**src/rtl/mfad_pkg.sv**
```systemverilog
// ----------------------------------------------------------------------------
// mfad_pkg
// Shared widths, register indexes and reset values of the magnetometer anomaly detector.
// ----------------------------------------------------------------------------
package mfad_pkg;

  // Field widths
  localparam int unsigned AXIS_W     = 16;
  localparam int unsigned MAG_W      = 16;
  localparam int unsigned SQ_W       = 32;
  localparam int unsigned TIME_W     = 32;
  localparam int unsigned THR_W      = 16;

  // Configuration port
  localparam int unsigned CFG_IDX_W  = 4;
  localparam int unsigned CFG_DATA_W = 32;

  // Register indexes
  localparam logic [CFG_IDX_W-1:0] REG_DIFF_THRESHOLD = 4'd0;
  localparam logic [CFG_IDX_W-1:0] REG_COOLDOWN_MS    = 4'd1;

  // Register reset values
  localparam logic [THR_W-1:0]  THR_RESET      = 16'd100;
  localparam logic [TIME_W-1:0] COOLDOWN_RESET = 32'd3000;

endpackage

```
**src/rtl/magnet_field_anomaly_detector_core.sv**
```systemverilog
// ----------------------------------------------------------------------------
// magnet_field_anomaly_detector_core
// Magnetometer magnitude anomaly detector with baseline and trigger cooldown.
// ----------------------------------------------------------------------------
// Each input transaction carries one signed 3-axis sample and its millisecond
// time. The block squares the three axes on one shared 16x16 multiplier (axes
// shifted through a register), takes the floor square root two radicand bits
// per cycle, then updates the baseline or the detector and loads the output
// register once it is free. The core takes no new item until it has loaded the
// result of the last one. The item that completes the baseline additionally
// runs a bit-serial divide by BASELINE_COUNT, one quotient bit per cycle, before
// the output register is loaded. The output register decouples the sides: a
// new item is taken while a result still waits to be read. Configuration
// writes are always accepted and take effect immediately.
module magnet_field_anomaly_detector_core #(
  parameter int unsigned BASELINE_COUNT = 16
) (
  input  logic                               clk_i,
  input  logic                               rst_ni,
  // configuration write channel
  input  logic                               cfg_valid_i,
  output logic                               cfg_ready_o,
  input  logic [mfad_pkg::CFG_IDX_W-1:0]     cfg_index_i,
  input  logic [mfad_pkg::CFG_DATA_W-1:0]    cfg_data_i,
  // sample channel
  input  logic                               in_valid_i,
  output logic                               in_ready_o,
  input  logic signed [mfad_pkg::AXIS_W-1:0] sample_x_i,
  input  logic signed [mfad_pkg::AXIS_W-1:0] sample_y_i,
  input  logic signed [mfad_pkg::AXIS_W-1:0] sample_z_i,
  input  logic [mfad_pkg::TIME_W-1:0]        now_ms_i,
  // result channel
  output logic                               out_valid_o,
  input  logic                               out_ready_i,
  output logic [mfad_pkg::MAG_W-1:0]         magnitude_o,
  output logic                               baseline_ready_o,
  output logic                               detected_o,
  output logic                               bark_trigger_o
);
  import mfad_pkg::*;

  // Derived sizes
  localparam int unsigned CNT_W  = $clog2(BASELINE_COUNT + 1);
  localparam int unsigned SUM_W  = MAG_W + CNT_W;
  localparam int unsigned STEP_W = $clog2(SUM_W);
  localparam int unsigned REM_W  = MAG_W + 1;
  localparam int unsigned AXES_W = 3 * AXIS_W;

  localparam logic [CNT_W-1:0]  BL_N       = CNT_W'(BASELINE_COUNT);
  localparam logic [STEP_W-1:0] SQ_LAST    = STEP_W'(3);
  localparam logic [STEP_W-1:0] ROOT_LAST  = STEP_W'(MAG_W - 1);
  localparam logic [STEP_W-1:0] DIV_LAST   = STEP_W'(SUM_W - 1);

  // State codes
  localparam logic [2:0] ST_IDLE = 3'd0;
  localparam logic [2:0] ST_SQ   = 3'd1;
  localparam logic [2:0] ST_ROOT = 3'd2;
  localparam logic [2:0] ST_UPD  = 3'd3;
  localparam logic [2:0] ST_DIV  = 3'd4;
  localparam logic [2:0] ST_FIN  = 3'd5;

  function automatic logic [AXIS_W-1:0] abs_axis(input logic [AXIS_W-1:0] v);
    abs_axis = v[AXIS_W-1] ? AXIS_W'(~v + 1'b1) : v;
  endfunction

  // Control state
  logic [2:0]        state_q, state_d;
  logic [STEP_W-1:0] step_q, step_d;
  logic              out_valid_q, out_valid_d;

  // Architectural state
  logic [THR_W-1:0]  thr_q;
  logic [TIME_W-1:0] cooldown_q;
  logic [SUM_W-1:0]  bl_sum_q, bl_sum_d;
  logic [CNT_W-1:0]  bl_count_q, bl_count_d;
  logic [MAG_W-1:0]  bl_value_q, bl_value_d;
  logic [TIME_W-1:0] last_trig_q, last_trig_d;

  // Datapath
  logic [AXES_W-1:0] axes_q, axes_d;
  logic [TIME_W-1:0] now_q, now_d;
  logic [SQ_W-1:0]   prod_q, prod_d;
  logic [SQ_W-1:0]   acc_q, acc_d;
  logic [REM_W-1:0]  rem_q, rem_d;
  logic [MAG_W-1:0]  root_q, root_d;
  logic [CNT_W-1:0]  drem_q, drem_d;
  logic              rdy_q, rdy_d, det_q, det_d, trig_q, trig_d;
  logic [MAG_W-1:0]  mag_out_q, mag_out_d;
  logic              rdy_out_q, rdy_out_d, det_out_q, det_out_d;
  logic              trig_out_q, trig_out_d;

  // Step helpers
  logic [AXIS_W-1:0] axis_abs;
  logic [REM_W+1:0]  root_try;
  logic [REM_W+1:0]  root_trial;
  logic [CNT_W:0]    div_try;
  logic [MAG_W-1:0]  diff;
  logic [TIME_W-1:0] elapsed;
  logic [SUM_W-1:0]  sum_next;
  logic [CNT_W-1:0]  count_next;

  assign cfg_ready_o = 1'b1;
  assign in_ready_o  = (state_q == ST_IDLE);

  assign axis_abs   = abs_axis(axes_q[AXIS_W-1:0]);
  assign root_try   = {rem_q, acc_q[SQ_W-1 -: 2]};
  assign root_trial = (REM_W + 2)'({root_q, 2'b01});
  assign div_try    = {drem_q, acc_q[SUM_W-1]};
  assign diff       = (root_q >= bl_value_q) ? (root_q - bl_value_q)
                                             : (bl_value_q - root_q);
  assign elapsed    = now_q - last_trig_q;
  assign sum_next   = bl_sum_q + SUM_W'(root_q);
  assign count_next = bl_count_q + 1'b1;

  // Sequence one item through square, root, update, the baseline divide once, and output load
  always_comb begin
    state_d     = state_q;
    step_d      = step_q;
    out_valid_d = out_valid_q;
    bl_sum_d    = bl_sum_q;
    bl_count_d  = bl_count_q;
    bl_value_d  = bl_value_q;
    last_trig_d = last_trig_q;
    axes_d      = axes_q;
    now_d       = now_q;
    prod_d      = prod_q;
    acc_d       = acc_q;
    rem_d       = rem_q;
    root_d      = root_q;
    drem_d      = drem_q;
    rdy_d       = rdy_q;
    det_d       = det_q;
    trig_d      = trig_q;
    mag_out_d   = mag_out_q;
    rdy_out_d   = rdy_out_q;
    det_out_d   = det_out_q;
    trig_out_d  = trig_out_q;

    // drop the result once taken
    if (out_valid_q && out_ready_i) begin
      out_valid_d = 1'b0;
    end

    case (state_q)
      ST_IDLE: begin
        if (in_valid_i) begin
          axes_d  = {sample_z_i, sample_y_i, sample_x_i};
          now_d   = now_ms_i;
          prod_d  = '0;
          acc_d   = '0;
          step_d  = '0;
          state_d = ST_SQ;
        end
      end
      ST_SQ: begin
        // square one axis, accumulate the previous square
        prod_d = SQ_W'(axis_abs) * SQ_W'(axis_abs);
        acc_d  = acc_q + prod_q;
        axes_d = {AXIS_W'(0), axes_q[AXES_W-1:AXIS_W]};
        if (step_q == SQ_LAST) begin
          rem_d   = '0;
          root_d  = '0;
          step_d  = '0;
          state_d = ST_ROOT;
        end else begin
          step_d = step_q + 1'b1;
        end
      end
      ST_ROOT: begin
        // take two radicand bits, try one root bit
        acc_d = {acc_q[SQ_W-3:0], 2'b00};
        if (root_try >= root_trial) begin
          rem_d  = REM_W'(root_try - root_trial);
          root_d = {root_q[MAG_W-2:0], 1'b1};
        end else begin
          rem_d  = REM_W'(root_try);
          root_d = {root_q[MAG_W-2:0], 1'b0};
        end
        if (step_q == ROOT_LAST) begin
          state_d = ST_UPD;
        end else begin
          step_d = step_q + 1'b1;
        end
      end
      ST_UPD: begin
        if (bl_count_q != BL_N) begin
          // accumulate baseline, no detection yet
          bl_sum_d   = sum_next;
          bl_count_d = count_next;
          rdy_d      = (count_next == BL_N);
          det_d      = 1'b0;
          trig_d     = 1'b0;
          if (count_next == BL_N) begin
            acc_d   = SQ_W'(sum_next);
            drem_d  = '0;
            step_d  = '0;
            state_d = ST_DIV;
          end else begin
            state_d = ST_FIN;
          end
        end else begin
          // compare against baseline, respect cooldown
          rdy_d  = 1'b1;
          det_d  = (diff > thr_q);
          trig_d = (diff > thr_q) && (elapsed > cooldown_q);
          if ((diff > thr_q) && (elapsed > cooldown_q)) begin
            last_trig_d = now_q;
          end
          state_d = ST_FIN;
        end
      end
      ST_DIV: begin
        // restoring divide by the baseline count, one quotient bit a cycle
        if (div_try >= (CNT_W + 1)'(BL_N)) begin
          drem_d = CNT_W'(div_try - (CNT_W + 1)'(BL_N));
          acc_d  = {acc_q[SQ_W-2:0], 1'b1};
        end else begin
          drem_d = CNT_W'(div_try);
          acc_d  = {acc_q[SQ_W-2:0], 1'b0};
        end
        if (step_q == DIV_LAST) begin
          bl_value_d = acc_d[MAG_W-1:0];
          state_d    = ST_FIN;
        end else begin
          step_d = step_q + 1'b1;
        end
      end
      ST_FIN: begin
        // hold until the output register is free
        if (!out_valid_q || out_ready_i) begin
          mag_out_d   = root_q;
          rdy_out_d   = rdy_q;
          det_out_d   = det_q;
          trig_out_d  = trig_q;
          out_valid_d = 1'b1;
          state_d     = ST_IDLE;
        end
      end
      default: begin
        state_d = ST_IDLE;
      end
    endcase
  end

  // Control and architectural registers
  always_ff @(posedge clk_i or negedge rst_ni) begin
    if (!rst_ni) begin
      state_q     <= ST_IDLE;
      step_q      <= '0;
      out_valid_q <= 1'b0;
      thr_q       <= THR_RESET;
      cooldown_q  <= COOLDOWN_RESET;
      bl_sum_q    <= '0;
      bl_count_q  <= '0;
      bl_value_q  <= '0;
      last_trig_q <= '0;
    end else begin
      state_q     <= state_d;
      step_q      <= step_d;
      out_valid_q <= out_valid_d;
      bl_sum_q    <= bl_sum_d;
      bl_count_q  <= bl_count_d;
      bl_value_q  <= bl_value_d;
      last_trig_q <= last_trig_d;
      if (cfg_valid_i) begin
        if (cfg_index_i == REG_DIFF_THRESHOLD) begin
          thr_q <= cfg_data_i[THR_W-1:0];
        end else if (cfg_index_i == REG_COOLDOWN_MS) begin
          cooldown_q <= cfg_data_i[TIME_W-1:0];
        end
      end
    end
  end

  // Datapath registers
  always_ff @(posedge clk_i) begin
    axes_q     <= axes_d;
    now_q      <= now_d;
    prod_q     <= prod_d;
    acc_q      <= acc_d;
    rem_q      <= rem_d;
    root_q     <= root_d;
    drem_q     <= drem_d;
    rdy_q      <= rdy_d;
    det_q      <= det_d;
    trig_q     <= trig_d;
    mag_out_q  <= mag_out_d;
    rdy_out_q  <= rdy_out_d;
    det_out_q  <= det_out_d;
    trig_out_q <= trig_out_d;
  end

  assign out_valid_o      = out_valid_q;
  assign magnitude_o      = mag_out_q;
  assign baseline_ready_o = rdy_out_q;
  assign detected_o       = det_out_q;
  assign bark_trigger_o   = trig_out_q;

  // Checks
  a_count_bound: assert property (@(posedge clk_i) disable iff (!rst_ni)
    bl_count_q <= BL_N)
    else $error("baseline count ran past BASELINE_COUNT");

  a_trig_needs_det: assert property (@(posedge clk_i) disable iff (!rst_ni)
    out_valid_o && bark_trigger_o |-> detected_o)
    else $error("trigger without detection");

  a_det_needs_baseline: assert property (@(posedge clk_i) disable iff (!rst_ni)
    out_valid_o && detected_o |-> baseline_ready_o)
    else $error("detection before baseline formed");

  a_busy_after_accept: assert property (@(posedge clk_i) disable iff (!rst_ni)
    in_valid_i && in_ready_o |=> !in_ready_o)
    else $error("core accepted a transaction while busy");

endmodule

```
**config.mk**
```make
export PLATFORM = sky130hd
export DESIGN_NAME = magnet_field_anomaly_detector_core
export DESIGN_NICKNAME = d
export VERILOG_FILES = /design/src/rtl/mfad_pkg.sv /design/src/rtl/magnet_field_anomaly_detector_core.sv
export SDC_FILE = /design/constraint.sdc
export NUM_CORES = 1
export LEC_CHECK = 0
export BUFFER_PORTS_ARGS = -buffer_cell sky130_fd_sc_hd__buf_2
export CORE_MARGIN = 4
export CORE_UTILIZATION = 65
export DETAILED_ROUTE_END_ITERATION = 12
export PLACE_DENSITY = 0.84
export SYNTH_ARGS = -nofsm -noshare
export SYNTH_HDL_FRONTEND = slang
export SYNTH_SLANG_ARGS = --single-unit
```
**constraint.sdc**
```tcl
create_clock -name clk_i -period 17.6 [get_ports clk_i]
set_input_delay 1.76 -clock clk_i [delete_from_list [all_inputs] [get_ports clk_i]]
set_output_delay 1.76 -clock clk_i [all_outputs]
set_load 0.05 [all_outputs]
```
==> impl_metrics.ini, run 1 <==
[run_status]
status = finished clean

[synthesis]
synth_async_sr_flop_share = 0.392
synth_cell_type_count = 71
synthTopCellsByArea = edfxtp_1 22%, ha_1 13%, fa_1 12%
ys.flop_type = edfxtp_1
synth.cell_area_sq_um = 27200
syn_inst = 2811
synth_edf_count = 203
synth_warnings = 0
synth_top_cell_by_area = edfxtp_1
synth_top_area_share = 0.224
ys_ff_latch = 334
synth_most_common_cell = inv_1
synth_top_cells_by_count = 386 x inv_1, 328 x nand2_1, 277 x ha_1
ys_seq_area_frac = 0.345
synth.avg_cell_area_sq_um = 9.68

[sta]
rsz0062_at_grt = false
final.setup.tns_ps = 0
drv_slew = 0
finalCritPeriodShare = 0.516
fin_skew_ps = 21.2
finalCriticalPeriod_ps = 9080
relSlewSlack = 0.147
worst_slew_pin_slew_ps = 1270
final_hold_viol_count = 0
setup_viol = 0
fmax_mhz = 110

[detailed_routing]
drc = 0
vias = 20805
routed_wl_microns = 65000
drtPass1Iterations = 7
post_drt_wl_per_cell_microns = 18.5
ant_nets = 0
via_per_inst = 5.94
drt_iter0_drc = 1889

[worst_hold_path]
holdPathEnd = bark_trigger_o
hp-start = trig_q
min_path_type = reg2reg
holdPathStages = 0

[clock_tree]
htree_num_levels = 2
cts_hold_buf = 0
cts_inserted_buffers = 38
postCtsSetupBuffers = 0
clk_pin_slew_ps = 60
clock_sink_count = 334
clk_latency_ps = 570
clk_path_buf_depth = 3
cts-root-buf = clkbuf_16
tritoncts = yes
cts_resized = 0

[die]
start_util = 0.662
rows = 74
core_sq_um = 41100
die-area_sq_um = 45200
ios = 143
die_h_microns = 213
fp.dieW_microns = 213

[placed_design]
dp_hpwl_microns = 50400
port-buffer-count = 141
routabilityCongestion = 0.969

[critical_path]
crit_top_cell = fa_1
cp_slowest_stage_delay_ps = 560
r2r-end = prod_q[31]
cp_max_fo = 17
reg2reg_depth = 29
cp-end-kind = flip-flop
r2r_setup_slack_ps = 8520
cp-start-kind = flip-flop
cp.required_ps = 17920
worst_ep_arrival_time_ps = 9400
slowest_stage = fa_1
worstReg2RegStart = axes_q[0]
worst-setup-path-type = reg2reg

[final_layout]
fill_cells = 2968
finalNetCount = 3509
multi_input_area_sq_um = 16100
syn2layout_area_growth_pct = 9.37
antenna_cells = 0
drive_gt1_frac = 0.110
seq_area_sq_um = 9390

[job]
drv_cap = 0

[global_routing]
grt_util_all_layers = 0.291
grt_pass1_wl_microns = 107000
antenna_found_initial = 0
grt-ovfl-total = 0
first_global_vias = 21371
grt_max_degree = 88
## how the worst max path moves through the flow
stage,cells after the start,from,to
CTS,29,axes_q[0],prod_q[31]
global route,29,axes_q[0],prod_q[31]
finish,29,axes_q[0],prod_q[31]
floorplan,30,axes_q[0],prod_q[31]
detailed placement,29,axes_q[0],prod_q[31]
global placement,29,axes_q[0],prod_q[31]
## final cells by class
type | instances | area share
Clock inverter | 16 | 0.00639
Clock buffer | 54 | 0.0350
Timing Repair Buffer | 163 | 0.0295
Tap cell | 532 | 0.0224
Multi-Input combinational cell | 2009 | 0.541
Inverter | 397 | 0.0501
Sequential cell | 334 | 0.315
## flip-flops by register name, summed over array words and instances, names as in the netlist, 16 cells and up
register	count
acc_q	32
bl_value_q	16
prod_q	31
now_q	32
cooldown_q	32
bl_sum_q	21
root_q	16
last_trig_q	32
axes_q	48
thr_q	16
magnitude_o	16
rem_q	17
## worst max-delay path: cells and delay by family (launching register included)
kind / cells / cell delay (ps)
and+or+nand+nor: 4 / 1050
buffers and inverters: 5 / 910
AOI/OAI and AO/OA: 11 / 2260
adders and majority gates: 8 / 3610
DFF: 1 / 450
xor gates and xnor gates: 1 / 550
## through the flow
| step | hold slack (ps) | util | instances | worst slack (ps) | cell area, sq um |
|---|---|---|---|---|---|
| 2_1_floorplan | 400 | - | 2821 | 9450 | 27300 |
| 3_3_place_gp | 422 | 0.694 | 3435 | 8900 | 28500 |
| 3_5_place_dp | 426 | 0.694 | 3435 | 8550 | 28500 |
| 4_1_cts | 442 | 0.724 | 3505 | 8500 | 29800 |
| 5_1_grt | 460 | 0.724 | 3505 | 7850 | 29800 |
| 6_report | 437 | 0.724 | 3505 | 8520 | 29800 |
## placed cells by master, fill, tap and decap left out, types with 10 or more instances in the layout
master	synthesis	layout
mux2i_1	13	13
ha_1	277	277
clkbuf_1	68	13
xor2_1	57	57
conb_1	2	12
buf_2	3	140
fa_1	168	168
nor2_1	204	202
o21ai_0	140	140
nor2b_1	21	21
and3_1	20	20
clkbuf_16	0	38
nand3_1	32	32
o21a_1	26	26
a21oi_1	155	154
dfstp_2	10	10
a31oi_1	14	13
a22oi_1	19	19
nand4_1	26	26
and2_1	25	24
a211oi_1	23	23
a21o_1	85	85
nand2b_1	30	29
nand2_1	328	328
o21bai_1	18	18
edfxtp_1	203	203
xnor2_1	96	96
dfrtp_1	121	121
buf_4	1	22
inv_1	386	386
nor3_1	28	27
mux2_2	73	73
a222oi_1	11	11
## kinds of logic (layout without fill, tap and decap cells)
kind of cell | count (synthesis) | in the layout | share of synthesized area
AOI/OAI and AO/OA | 559 | 559 | 0.130
xor gates and xnor gates | 154 | 154 | 0.0498
adders and majority gates | 445 | 445 | 0.251
buffers and inverters | 478 | 630 | 0.0665
DFF | 334 | 334 | 0.345
muxes | 86 | 86 | 0.0350
other | 2 | 12 | 0.000276
and+or+nand+nor | 753 | 753 | 0.123
## routing by layer
layer / GRT usage / wire length, microns / up-vias
li1: - / - / 9801
met1: 0.374 / 26300 / 10012
met2: 0.502 / 31800 / 814
met3: 0.0385 / 3910 / 178
met4: 0.123 / 2920 / 0
met5: 0 / 0 / -
Power of run 1 is not shown: default switching activity piles up to over one toggle a cycle in this logic, so the estimate is an artifact.
==> run 2: changes to the inputs <==
--- a/config.mk
+++ b/config.mk
@@ -7,9 +7,9 @@
 export LEC_CHECK = 0
 export BUFFER_PORTS_ARGS = -buffer_cell sky130_fd_sc_hd__buf_2
 export CORE_MARGIN = 4
-export CORE_UTILIZATION = 65
+export CORE_UTILIZATION = 63
 export DETAILED_ROUTE_END_ITERATION = 12
-export PLACE_DENSITY = 0.84
+export PLACE_DENSITY = 0.82
 export SYNTH_ARGS = -nofsm -noshare
 export SYNTH_HDL_FRONTEND = slang
 export SYNTH_SLANG_ARGS = --single-unit
==> constraint.sdc (replaced) <==
create_clock -name clk_i -period 9.4 [get_ports clk_i]
set_input_delay 0.94 -clock clk_i [delete_from_list [all_inputs] [get_ports clk_i]]
set_output_delay 0.94 -clock clk_i [all_outputs]
set_load 0.05 [all_outputs]
==> run 2 against run 1 <==
Effect of this change: first-iteration DRC count down 1.1%; largest cell class unchanged; flip-flop and latch count did not move; cell count up 1.4%; global-route usage decreased by 1.5 points; routed wire length fell by 1.1%; highest routed layer unchanged; die area is 3.1% higher; hold slack got worse by 25 ps; final area increased by 0.78%; count of clock-buffer cells in the layout unchanged; utilization is 1.5 points lower; sequential share of layout area fell by 0.24 points.
==> impl_metrics.ini, run 2 (same netlist as run 1, synthesis figures left out) <==
[die]
die-area_sq_um = 46600
core_sq_um = 42300
ios = 143
start_util = 0.643
die_h_microns = 216
rows = 75
fp.dieW_microns = 216

[clock_tree]
clock_sink_count = 334
tritoncts = yes
clk_path_buf_depth = 3
clk_latency_ps = 560
cts_hold_buf = 0
htree_num_levels = 2
cts_inserted_buffers = 38
clk_pin_slew_ps = 70
cts_resized = 0
postCtsSetupBuffers = 0
cts-root-buf = clkbuf_16

[final_layout]
regMostFlops = axes_q
final_cell_mix = 386 x inv_1, 328 x nand2_1, 277 x ha_1, 203 x edfxtp_1, 202 x nor2_1
fin_area_sq_um = 30000
fill_cells = 3061
finalNetCount = 3513
drive_gt1_frac = 0.114
largest_register_ffs = 48
mostFrequentLayoutCell = inv_1
syn2layout_area_growth_pct = 10.2

[detailed_routing]
ant_nets = 0
post_drt_wl_per_cell_microns = 18.1
drtPass1Iterations = 6
via_per_inst = 5.83
vias = 20714
routed_wl_microns = 64300
drt_iter0_drc = 1868
drc = 0

[global_routing]
antenna_found_initial = 1
grt_util_all_layers = 0.276
grt-ovfl-total = 0
grt_max_degree = 88
first_global_vias = 21521
grt_pass1_wl_microns = 106000

[sta]
whs_ps = 412
fmax_mhz = 113
relSlewSlack = 0.137
finalCritPeriodShare = 0.939
setup_ws_ps = 574
worst_slew_pin_slew_ps = 1290
rsz0062_at_grt = false
final_hold_viol_count = 0
finalCriticalPeriod_ps = 8830
fin_skew_ps = 19.5
final.setup.tns_ps = 0
drv_slew = 0
setup_viol = 0

[placed_design]
routabilityCongestion = 0.999
place_ws_ps = 427
place_area_sq_um = 28600
port-buffer-count = 141
dp_hpwl_microns = 49900

[critical_path]
cp_slowest_stage_delay_ps = 550
cp.required_ps = 9710
r2r_setup_slack_ps = 570
cp-end-kind = flip-flop
worst-setup-path-type = reg2reg
worstReg2RegStart = axes_q[0]
cp_max_fo = 17
reg2reg_depth = 29
crit_family = adder cells
cp_num_buf_inv = 5
crit_top_cell = fa_1
r2r-end = prod_q[31]
slowest_stage = fa_1
cp-start-kind = flip-flop
worst_ep_arrival_time_ps = 9130
startpoint = axes_q[0]

[job]
drv_cap = 0

[worst_hold_path]
min_path_type = in2async

[run_status]
status = finished clean
-- run 2: cell types whose count changed in the layout (fill, tap and decap cells not counted), sizes merged --
cell,before,now
diode,0,1
inv,390,393
clkinv,18,16
clkinvlp,3,0
buf,163,167
bufinv,2,4
-- run 2: how the worst max path moves through the flow --
| stage | endpoint | slack [ps] | cells past startpoint |
|---|---|---|---|
| 2_1_floorplan | prod_q[31] | 1250 | 30 |
| 3_3_place_gp | prod_q[31] | 800 | 29 |
| 3_5_place_dp | prod_q[31] | 430 | 29 |
| 4_1_cts | prod_q[31] | 400 | 29 |
| 5_1_grt | prod_q[31] | 120 | 29 |
| 6_report | prod_q[31] | 570 | 29 |
-- run 2: layout make-up --
type | count | area [sq um] | area share
repair buffers | 167 | 907 | 0.0302
flip-flops and latches | 334 | 9390 | 0.313
clock buffers | 54 | 1170 | 0.0389
clock inverters | 16 | 203 | 0.00676
multi-input cells | 2009 | 16100 | 0.537
inverters | 397 | 1490 | 0.0497
diodes | 1 | 2.50 | 0.0000834
well taps | 577 | 722 | 0.0241
-- run 2: per-layer routing --
layer  GRT usage  share of wire
met1       0.348           0.41
met2       0.488           0.49
met3      0.0384          0.062
met4       0.100          0.038
met5           0              0
-- run 2: through the flow --
stage                     cells  utilization
after global routing       3554        0.709
after floorplan            2821            -
after global placement     3484        0.676
after CTS                  3554        0.709
after detailed placement   3484        0.676
final                      3555        0.709
Power of run 2 is left out for the same reason.
